**config.mk**
```make
export PLATFORM = sky130hd
export DESIGN_NAME = static_mac_ip_lease_table
export DESIGN_NICKNAME = d
export VERILOG_FILES = /design/src/rtl/sml_pkg.sv /design/src/rtl/sml_ram.sv /design/src/rtl/sml_engine.sv /design/src/rtl/static_mac_ip_lease_table.sv
export SDC_FILE = /design/constraint.sdc
export NUM_CORES = 2
export LEC_CHECK = 0
export BUFFER_PORTS_ARGS = -buffer_cell sky130_fd_sc_hd__buf_2
export CELL_PAD_IN_SITES_DETAIL_PLACEMENT = 0
export CELL_PAD_IN_SITES_GLOBAL_PLACEMENT = 1
export CORE_ASPECT_RATIO = 1.1
export CORE_MARGIN = 3
export CORE_UTILIZATION = 38
export CTS_CLUSTER_DIAMETER = 50
export DETAILED_ROUTE_END_ITERATION = 10
export PLACE_DENSITY = 0.55
export SLEW_MARGIN = 20
export SYNTH_ARGS = -nofsm -noshare
export SYNTH_HDL_FRONTEND = slang
export SYNTH_SLANG_ARGS = --single-unit
```
**constraint.sdc**
```tcl
create_clock -name clock -period 9.85 [get_ports clock]
set_input_delay 0.4925 -clock clock [delete_from_list [all_inputs] [get_ports clock]]
set_output_delay 0.4925 -clock clock [all_outputs]
set_load 0.05 [all_outputs]
```
**src/rtl/sml_pkg.sv**
```systemverilog
// ----------------------------------------------------------------------------
// sml_pkg: shared types and constants for the static MAC/IP lease table
// Table size, opcode values, entry layout and the structs passed between the
// search engine, the entry memory and the top level.
// ----------------------------------------------------------------------------
package sml_pkg;

   // Table geometry
   localparam int TABLE_DEPTH = 16;
   localparam int IDX_W       = (TABLE_DEPTH > 1) ? $clog2(TABLE_DEPTH) : 1;
   localparam int CNT_W       = $clog2(TABLE_DEPTH + 1);

   // Field widths
   localparam int OP_W   = 2;
   localparam int HW_W   = 48;
   localparam int NET_W  = 32;

   // Opcodes
   localparam logic [OP_W-1:0] OP_ADD    = 2'd0;
   localparam logic [OP_W-1:0] OP_LOOKUP = 2'd1;
   localparam logic [OP_W-1:0] OP_CHECK  = 2'd2;

   // One stored binding
   typedef struct packed {
      logic [HW_W-1:0]  hw;
      logic [NET_W-1:0] net;
   } sml_entry_type;

   // Memory access from the engine
   typedef struct packed {
      logic             wr_en;
      logic [IDX_W-1:0] wr_index;
      sml_entry_type    wr_data;
      logic [IDX_W-1:0] rd_index;
   } sml_ram_req_type;

   // One result word
   typedef struct packed {
      logic [NET_W-1:0] found_address;
      logic             hit;
      logic             status;
   } sml_result_type;

endpackage

```
**src/rtl/sml_ram.sv**
```systemverilog
// ----------------------------------------------------------------------------
// sml_ram: binding storage
// Single write port, single read port with a registered read; one entry per
// binding, no reset on the contents.
// ----------------------------------------------------------------------------
module sml_ram (
   input  logic                     clock,
   input  sml_pkg::sml_ram_req_type ram_req,
   output sml_pkg::sml_entry_type   rd_data
);
   import sml_pkg::*;

   sml_entry_type mem [TABLE_DEPTH];
   sml_entry_type rd_data_ff;

   // Write the new binding
   always_ff @(posedge clock) begin
      if (ram_req.wr_en) begin
         mem[ram_req.wr_index] <= ram_req.wr_data;
      end
   end

   // Register the read word
   always_ff @(posedge clock) begin
      rd_data_ff <= mem[ram_req.rd_index];
   end

   assign rd_data = rd_data_ff;

endmodule

```
**src/rtl/sml_engine.sv**
```systemverilog
// ----------------------------------------------------------------------------
// sml_engine: command sequencer for the lease table
// Appends bindings, and walks the stored entries one per cycle from the
// oldest for lookups and reserved checks, stopping at the first match.
// ----------------------------------------------------------------------------
module sml_engine (
   input  logic                          clock,
   input  logic                          reset,
   input  logic                          req_valid,
   output logic                          req_ready,
   input  logic [sml_pkg::OP_W-1:0]      req_op,
   input  logic [sml_pkg::HW_W-1:0]      req_hw,
   input  logic [sml_pkg::NET_W-1:0]     req_net,
   output sml_pkg::sml_ram_req_type      ram_req,
   input  sml_pkg::sml_entry_type        ram_rd_data,
   output logic                          res_valid,
   input  logic                          res_ready,
   output sml_pkg::sml_result_type       res
);
   import sml_pkg::*;

   localparam logic [1:0] ST_IDLE   = 2'd0;
   localparam logic [1:0] ST_SCAN   = 2'd1;
   localparam logic [1:0] ST_FINISH = 2'd2;

   logic [1:0]       state_ff,  state_in;
   logic [CNT_W-1:0] count_ff,  count_in;
   logic [IDX_W-1:0] cur_ff,    cur_in;
   logic [OP_W-1:0]  op_ff,     op_in;
   logic [HW_W-1:0]  hw_ff,     hw_in;
   logic [NET_W-1:0] net_ff,    net_in;
   sml_result_type   res_ff,    res_in;

   logic             match;
   logic             last;

   // Compare the word read for the current entry
   assign match = (op_ff == OP_LOOKUP) ? (ram_rd_data.hw == hw_ff)
                                       : (ram_rd_data.net == net_ff);
   assign last  = ((CNT_W'(cur_ff) + CNT_W'(1)) == count_ff);

   // Sequence one command at a time
   always_comb begin
      state_in = state_ff;
      count_in = count_ff;
      cur_in   = cur_ff;
      op_in    = op_ff;
      hw_in    = hw_ff;
      net_in   = net_ff;
      res_in   = res_ff;

      req_ready        = 1'b0;
      res_valid        = 1'b0;
      ram_req.wr_en    = 1'b0;
      ram_req.wr_index = count_ff[IDX_W-1:0];
      ram_req.wr_data  = '{hw: req_hw, net: req_net};
      ram_req.rd_index = '0;

      unique case (state_ff)
         ST_IDLE: begin
            req_ready = 1'b1;
            if (req_valid) begin
               op_in  = req_op;
               hw_in  = req_hw;
               net_in = req_net;
               cur_in = '0;
               res_in = '0;
               unique case (req_op)
                  OP_ADD: begin
                     if (count_ff < CNT_W'(TABLE_DEPTH)) begin
                        ram_req.wr_en = 1'b1;
                        count_in      = count_ff + CNT_W'(1);
                     end else begin
                        res_in.status = 1'b1;
                     end
                     state_in = ST_FINISH;
                  end
                  OP_LOOKUP, OP_CHECK: begin
                     state_in = (count_ff == '0) ? ST_FINISH : ST_SCAN;
                  end
                  default: begin
                     state_in = ST_FINISH;
                  end
               endcase
            end
         end
         ST_SCAN: begin
            // Fetch the next entry while judging the current one
            ram_req.rd_index = cur_ff + IDX_W'(1);
            if (match) begin
               res_in.hit           = 1'b1;
               res_in.found_address = (op_ff == OP_LOOKUP) ? ram_rd_data.net : '0;
               state_in             = ST_FINISH;
            end else if (last) begin
               state_in = ST_FINISH;
            end else begin
               cur_in = cur_ff + IDX_W'(1);
            end
         end
         ST_FINISH: begin
            res_valid = 1'b1;
            if (res_ready) begin
               state_in = ST_IDLE;
            end
         end
         default: begin
            state_in = ST_IDLE;
         end
      endcase
   end

   // Control state
   always_ff @(posedge clock) begin
      if (reset) begin
         state_ff <= ST_IDLE;
         count_ff <= '0;
      end else begin
         state_ff <= state_in;
         count_ff <= count_in;
      end
   end

   // Command and result payload
   always_ff @(posedge clock) begin
      cur_ff <= cur_in;
      op_ff  <= op_in;
      hw_ff  <= hw_in;
      net_ff <= net_in;
      res_ff <= res_in;
   end

   assign res = res_ff;

`ifndef ASSERT_OFF
   // Entry count never passes the table size
   a_count_bound: assert property (@(posedge clock) disable iff (reset)
      count_ff <= CNT_W'(TABLE_DEPTH))
      else $error("entry count above table depth");

   // Count moves only by an accepted add
   a_count_step: assert property (@(posedge clock) disable iff (reset)
      (count_ff != $past(count_ff)) |->
         ($past(state_ff) == ST_IDLE && $past(req_valid) && $past(req_op) == OP_ADD
          && count_ff == $past(count_ff) + CNT_W'(1)))
      else $error("entry count changed without an add");

   // A scan never walks past the stored entries
   a_scan_range: assert property (@(posedge clock) disable iff (reset)
      (state_ff == ST_SCAN) |-> (CNT_W'(cur_ff) < count_ff))
      else $error("scan index beyond stored entries");

   // A full table rejects an add
   a_full_reject: assert property (@(posedge clock) disable iff (reset)
      (state_ff == ST_IDLE && req_valid && req_op == OP_ADD
       && count_ff == CNT_W'(TABLE_DEPTH)) |=> res_ff.status)
      else $error("add into full table not rejected");
`endif

endmodule

```
**src/rtl/static_mac_ip_lease_table.sv**
```systemverilog
// ----------------------------------------------------------------------------
// static_mac_ip_lease_table: table of reserved MAC/IPv4 bindings
// Top level: stream ports, the search engine, the entry memory and the
// result output register.
// ----------------------------------------------------------------------------
// Handles one command at a time and returns exactly one result word per
// command. An add, a rejected add, an unused opcode, or a search of an empty
// table goes from acceptance straight to the finish state. A lookup or
// reserved check walks the stored entries through the single read port of
// the entry memory, one entry per cycle from the oldest, and stops at the
// first matching entry or after the last stored entry. A finished result
// sits in an output register, so the next command is taken while it waits.
// ----------------------------------------------------------------------------
module static_mac_ip_lease_table (
   input  logic        clock,
   input  logic        reset,
   input  logic        req_tvalid,
   output logic        req_tready,
   input  logic [79:0] req_tdata,   // [47:0] hw_address, [79:48] net_address
   input  logic [1:0]  req_tuser,   // [1:0] opcode
   output logic        rsp_tvalid,
   input  logic        rsp_tready,
   output logic [31:0] rsp_tdata,   // [31:0] found_address
   output logic [1:0]  rsp_tuser    // [0] hit, [1] status
);
   import sml_pkg::*;

   sml_ram_req_type ram_req;
   sml_entry_type   ram_rd_data;
   sml_result_type  res;
   logic            res_valid;
   logic            res_ready;

   logic            rsp_valid_ff, rsp_valid_in;
   sml_result_type  rsp_data_ff;

   sml_engine u_engine (
      .clock       (clock),
      .reset       (reset),
      .req_valid   (req_tvalid),
      .req_ready   (req_tready),
      .req_op      (req_tuser),
      .req_hw      (req_tdata[HW_W-1:0]),
      .req_net     (req_tdata[HW_W+NET_W-1:HW_W]),
      .ram_req     (ram_req),
      .ram_rd_data (ram_rd_data),
      .res_valid   (res_valid),
      .res_ready   (res_ready),
      .res         (res)
   );

   sml_ram u_ram (
      .clock   (clock),
      .ram_req (ram_req),
      .rd_data (ram_rd_data)
   );

   // Load the output register when it is empty or being drained
   assign res_ready = !rsp_valid_ff || rsp_tready;

   always_comb begin
      rsp_valid_in = rsp_valid_ff;
      if (res_valid && res_ready) begin
         rsp_valid_in = 1'b1;
      end else if (rsp_tready) begin
         rsp_valid_in = 1'b0;
      end
   end

   always_ff @(posedge clock) begin
      if (reset) begin
         rsp_valid_ff <= 1'b0;
      end else begin
         rsp_valid_ff <= rsp_valid_in;
      end
   end

   // Hold the result word until taken
   always_ff @(posedge clock) begin
      if (res_valid && res_ready) begin
         rsp_data_ff <= res;
      end
   end

   assign rsp_tvalid = rsp_valid_ff;
   assign rsp_tdata  = rsp_data_ff.found_address;
   assign rsp_tuser  = {rsp_data_ff.status, rsp_data_ff.hit};

endmodule

```
# Word-level counts from Yosys, hierarchy flattened
# Memories as Yosys holds them, arrays and structs flattened. A register that Yosys moved wholly into a read port is not among the register bits.
# Cells that the tools add are included.
[classes]
n_addsub = 3
order_cmp = 1
eq_ne = 14
n_mux = 29
reduce_logical = 14
[op_table]
columns = ["op", "n"]
rows = [
  ["one-hot mux 33 bit (2 select lines)", 1],
  ["== test 48 bit", 1],
  ["2-to-1 mux 34 bit", 1],
  ["2-to-1 mux 33 bit", 1],
  ["== test 32 bit", 1],
  ["2-to-1 mux 32 bit", 1],
  ["2-to-1 mux 4 bit", 4],
  ["2-to-1 mux 1 bit", 13],
  ["2-to-1 mux 2 bit", 6],
  ["inequality test 2 bit, second input constant", 4],
  ["one-hot mux 4 bit (2 select lines)", 1],
  ["AND reduction 4 bit", 2],
  ["== test 2 x 1 -> 1 bit, second input constant", 3],
  ["one-hot mux 2 bit (3 select lines)", 1],
  ["AND reduction 3 bit", 2],
  ["adder 4 x 1 -> 5 bit, second input constant", 1],
  ["adder 5 x 1 -> 5 bit, second input constant", 1],
  ["== test 5 bit", 1],
  ["zero test 5 bit", 1],
  ["less-than comparator 5 bit, second input constant", 1],
  ["adder 4 x 1 -> 4 bit, second input constant", 1],
  ["== test 2 bit, second input constant", 2],
  ["zero test 2 bit", 2],
  ["nonzero test 2 bit", 2],
  ["other kinds (7)", 7],
]
[word_totals]
reg_bits = 162
ram_bits = 1280
inputBits = 86
word_cells = 75
mem_count = 1
[mem_list]
columns = ["name", "depth", "word_bits", "read_ports", "rd_clocked_by_memory_dff", "wr", "line_no", "source"]
rows = [
  ["u_ram.mem", 16, 80, 1, 1, 1, "sml_ram.sv:13", "sml_entry_type mem [TABLE_DEPTH];"],
]

# Depth between registers and ports, before layout
[logic_depth]
word_depth = 7
depth_mapped = 11
ltp_nobuf = 8

# Hierarchy
# A second synthesis with hierarchy kept.
[hier_totals]
hier_cells = 2510
hier_area_um2 = 56391.6
[by_module_without_submodules]
columns = ["module", "instances", "cells_each", "area_per_inst_um2", "seq_area_each_um2"]
rows = [
  ["sml_ram", 1, 2054, 49422.4, 40038.4],
  ["sml_engine", 1, 417, 5893.2, 3743.6],
  ["static_mac_ip_lease_table", 1, 39, 1076.0, 1041.0],
]

# Worst setup path before layout
# No wires, ideal clock.
[synth_timing]
path_type = "reg-to-reg"
from = "reg u_engine.state_ff[1]"
to = "mem u_ram.mem[3][0] (netlist bit) (enable)"
setup_time_ns = 0.616
arrival_ns = 7.336
required_ns = 9.234
setup_slack_ns = 1.898
path_stages_with_launch = 6
cell_sequence = "dfxtp_1 -> nor2_1 -> nand2_1 -> nor3b_2 -> nand2_1 -> nor3_1"
[synth_between]
elab_chain_len = 4
[synth_rtl]
columns = ["element", "line_no", "source"]
rows = [
  ["from (decl)", "sml_engine.sv:26", "logic [1:0] state_ff, state_in;"],
  ["from (signal assigned)", "sml_engine.sv:118", "state_ff <= state_in;"],
  ["zero test 2 bit", "sml_engine.sv:59", "unique case (state_ff)"],
  ["2-to-1 mux 1 bit", "sml_engine.sv:59", ""],
  ["2-to-1 mux 1 bit", "sml_ram.sv:18", "if (ram_req.wr_en) begin"],
  ["2-to-1 mux 1 bit (implied by the code)", "sml_ram.sv:19", "mem[ram_req.wr_index] <= ram_req.wr_data;"],
  ["to (decl)", "sml_ram.sv:13", ""],
]
# Every way passes these cells.

# Worst setup path after layout
[layout_timing]
from = "reg u_engine.cur_ff[0]"
to = "reg, netlist name u_ram.rd_data[0]"
[layout_between]
elab_chain_len = 2
[layout_rtl]
columns = ["element", "line_no", "source"]
rows = [
  ["from (decl)", "sml_engine.sv:28", "logic [IDX_W-1:0] cur_ff, cur_in;"],
  ["from (signal assigned)", "sml_engine.sv:125", "cur_ff <= cur_in;"],
  ["adder 4 x 1 -> 4 bit", "sml_engine.sv:89", "ram_req.rd_index = cur_ff + IDX_W'(1);"],
  ["2-to-1 mux 4 bit", "sml_engine.sv:59", ""],
]
# Every way passes these cells.
# A chain may end at the register's enable or synchronous reset.

==> reports/results.env <==
DP_SLACK_NS=5.29
WORST_CLOCK_SKEW_NS=0.0223
GRT_PASS1_VIAS=28400
SYNTH_SIMPLE_GATE_AREA_SHARE_PCT=4.14
DRV.MAX_CAP_VIOLATION_COUNT=0
NUMBER_OF_I_O_PINS=122
FINAL_HOLD_VIOL_COUNT=0
GRT-OVFL-TOTAL=0
CTS_SINKS=1522
RUN_STATUS='complete, no violations'
NUM_ROWS=148
CPMOSTUSEDCELL='buf_4'
SYNTH.NET_COUNT=2780
SYNTH_TOP_FAMILY_BY_AREA='multiplexers'
MAXSLEWHEADROOM_PCT=28.5
POST_SYNTH_EDFFS=1434
SYNTHDISTINCTLIBCELLS=45
REQUIRED_NS=10.46
HIGHEST_COUNT_CELLS_IN_THE_LAYOUT_IGNORING_FILL_AND_TAPS='1434 x edfxtp_1, 328 x nand2_1, 320 x mux4_2, 168 x clkbuf_16, 121 x buf_2'
LAYOUT_COMMONEST_CELL='edfxtp_1'
POST-PLACE-CELLS=4686
NETS=2996
INITIALDRTVIOLATIONCOUNT=2129
YOSYS_REGISTER_BITS=1522
SYNTH_MUX_AREA_SHARE_PCT=12.7
MAXIMUM_LEVEL_OF_THE_CTS_H_TREE=4
IR_DROP_V=0.000125
FINAL_CELLS=4998
SYNTH-COMPOUND-AREA-SHARE_PCT=1.16
CP_NUM_BUF_INV=3
DP_HPWL_MM=70.9
DIE_H_UM=411
FIN_TNS_SETUP_NS=0
DETAIL_ROUTE.WIRELENGTH_MM=138
GLOBAL_ROUTE.USAGE.TOTAL_PCT=18.0
DESIGN.CORE.AREA_MM2=0.148
AVGSYNTHCELLAREA_UM2=21.1
FINAL_MIN_PERIOD_OVER_CLOCK_PERIOD_PCT=44.5
DRC=0
CTS_RESIZED=0
SETUP_VIOL=0
MET2_LENGTH_MM=69.4
SYNTH-ADDER-AREA-SHARE_PCT=0.132
RSZ0062_AT_GRT='no'
MAX_FREQ_MHz=228
PATH_DEPTH=9
POST_SYNTH_XOR_AREA_FRACTION_PCT=1.22
CTS.CLK_SLEW.WORST_PATHS_NS=0.06
CRIT_PATH_END_KIND='flop'
MIN_PATH_CELLS=1
FRACTION_OF_SYNTHESIS_FLOPS_USING_AN_ASYNCHRONOUS_SET_OR_RESET_PIN_PCT=0
POWER_DENSITY_mW_PER_MM2=219
CTS_BUFFER_DEPTH=3
DETAILROUTE.VIA_COUNT=26500
FIRST_PASS_ITERS=5
PLACEMENT.IO_BUFFERS=121
CTS_BUFFERS=162
YS_SEQ_AREA_SHARE_PCT=79.0
COUNT_OF_YOSYS_WARNINGS_DURING_SYNTHESIS=0
TIMING.FINAL.CRIT_PERIOD_NS=4.38
CTS.ROOT.BUFFER_CELL='clkbuf_16'
LEAKAGEPOWER_nW=20.7
ANT_NETS=0
SYNTH-MAIN-FF-CELL='edfxtp_1'
INITIAL_ANTENNA_VIOLATION_COUNT=21
POST_SYNTH_INSTANCE_AREA_MM2=0.0567
INITIAL_UTILIZATION_PCT=38.3
WORST_MARGIN_SLEW_NS=1.06
CRITICAL_PATH.CELL_CHAIN='buf_4, nand3_1, xor2_1, nand2b_4, inv_6, buf_4, nand2_1, and3_1, a31oi_1'
SLEW_VIOL_FINAL=0
START_KIND='flop'
FINAL_LAYOUT_SIZE_SUFFIX_GT1_SHARE_PCT=25.2
POST_DRT_VIA_CELL_RATIO=5.31
CRIT_ARRIVAL_NS=4.99
CRITPATHSLOWESTCELL='buf_4'
HOLD_PATH.CLASS='in -> reg'
SYNTHESIS.INSTANCES=2688
PIN_COUNT_OF_THE_BIGGEST_NET_ENTERING_GLOBAL_ROUTING=109
DR.MAX_LAYER_USED='met5'
CRITPATHTOPFAMILY='buffers and inverters'
CRIT_TYPE='reg -> reg'
PNR_WORST_SETUP_SLACK_NS=5.47
DIE_AREA_MM2=0.154
CRITPATHMAXSTAGEDELAY_NS=0.80
TRITONCTS='done'
FINALWEIGHTEDCONGESTION=0.735
WORSTREGTOREGCELLS=9
AREAGROWTHSYNTHTOFINISH_PCT=14.5
DIE_WIDTH_UM=374
DETAILROUTE.WIRELENGTH.MET3_MM=6.96
GRT_PASS1_WL_MM=200
POST_DRT_WL_PER_CELL_UM=27.6
PATH_MAX_FANOUT=76
CLK-INSERTION-DELAY-LATE_NS=0.78
MET1_LENGTH_MM=58.4
layer usage:
metal,global-route usage (%),up-vias
li1,-,11300
met1,23.9,14300
met2,30.5,665
met3,3.57,199
met4,4.88,14
met5,0,-
report_power, final:
group | internal [W] | switching, W
logic | 0.000352 | 0.000597
registers | 0.00723 | 0.0000735
clock network | 0.00352 | 0.00248
cell families (layout without fill, tap and decap cells):
kind of cell	Yosys count	in the layout
compound gates	102	102
simple gates	512	512
mux	321	321
flops	1522	1522
fa+ha+maj	6	6
xor+xnor	79	79
buf+inv	146	500
other cells	0	6
final cells by class:
class | count | area (um2)
diodes | 6 | 15.0
flip-flops and latches | 1522 | 44800
repair buffers | 180 | 1120
multi-input cells | 1020 | 11100
clock inverters | 76 | 748
inverters | 18 | 77.6
fillers | 12700 | 83200
well taps | 1950 | 2440
clock buffers | 226 | 4570
path summary, 6_finish.rpt:
path | slack [ns] | end | start
worst max-delay path | 5.47 | u_ram.rd_data[0]$_DFF_P_ | u_engine.cur_ff[0]$_DFFE_PP_
worst min-delay path | 0.1 | u_ram.mem[3][34]$_DFFE_PP_ | req_tdata[2]
worst max register to register | 5.47 | u_ram.rd_data[0]$_DFF_P_ | u_engine.cur_ff[0]$_DFFE_PP_
worst min register to register | 0.41 | rsp_tdata[30]$_DFFE_PP_ | u_engine.res[32]$_DFFE_PP_
per-stage QoR:
| stage | util, % | hold WS, ns | instance area, um2 | power [W] |
|---|---|---|---|---|
| finish | 43.8 | 0.0994 | 64900 | 0.0143 |
| global route | 43.8 | 0.0561 | 64900 | 0.0148 |
| CTS | 43.8 | 0.0243 | 64900 | 0.0144 |
| detailed placement | 40.2 | 0.405 | 59600 | 0.00841 |
| global placement | 40.2 | 0.403 | 59500 | 0.00840 |
| floorplan | - | 0.400 | 56700 | 0.00804 |
synth_stat cells (2+ instances only):
master	n	area [um2]
nand2b_1	7	43.8
xnor2_1	18	158
and2_1	33	206
buf_12	10	200
nor4_1	14	87.6
buf_4	20	150
a21oi_1	3	15.0
or4_1	2	15.0
nand4_1	7	43.8
edfxtp_1	1434	43100
xor2_1	61	534
inv_2	2	7.51
nand2_1	329	1230
nor2_1	21	78.8
mux4_2	320	7210
nor3_1	8	40.0
o21ai_0	3	15.0
and3_1	80	500
inv_1	16	60.1
dfxtp_1	88	1760
a31oi_1	81	507
clkbuf_1	60	225
o21ba_2	2	20.0
nand3_1	4	20.0
o22ai_1	4	25.0
buf_6	16	180
ha_1	6	75.1
buf_2	22	110
state kept, by name, indices dropped and copies added, names as in the netlist, 4 cells and up:
signal,count
rsp_tdata,32
u_engine.count_ff,5
u_engine.cur_ff,4
u_engine.hw_ff,48
u_engine.net_ff,32
u_engine.res,34
u_ram.mem,1280
u_ram.rd_data,80
what timing repair did:
item	4_1_cts	5_1_grt
hold buffers	4	0
endpoints found under the hold margin	7	0
buffers inserted	0	0
Power figures use the tool's default switching activity.
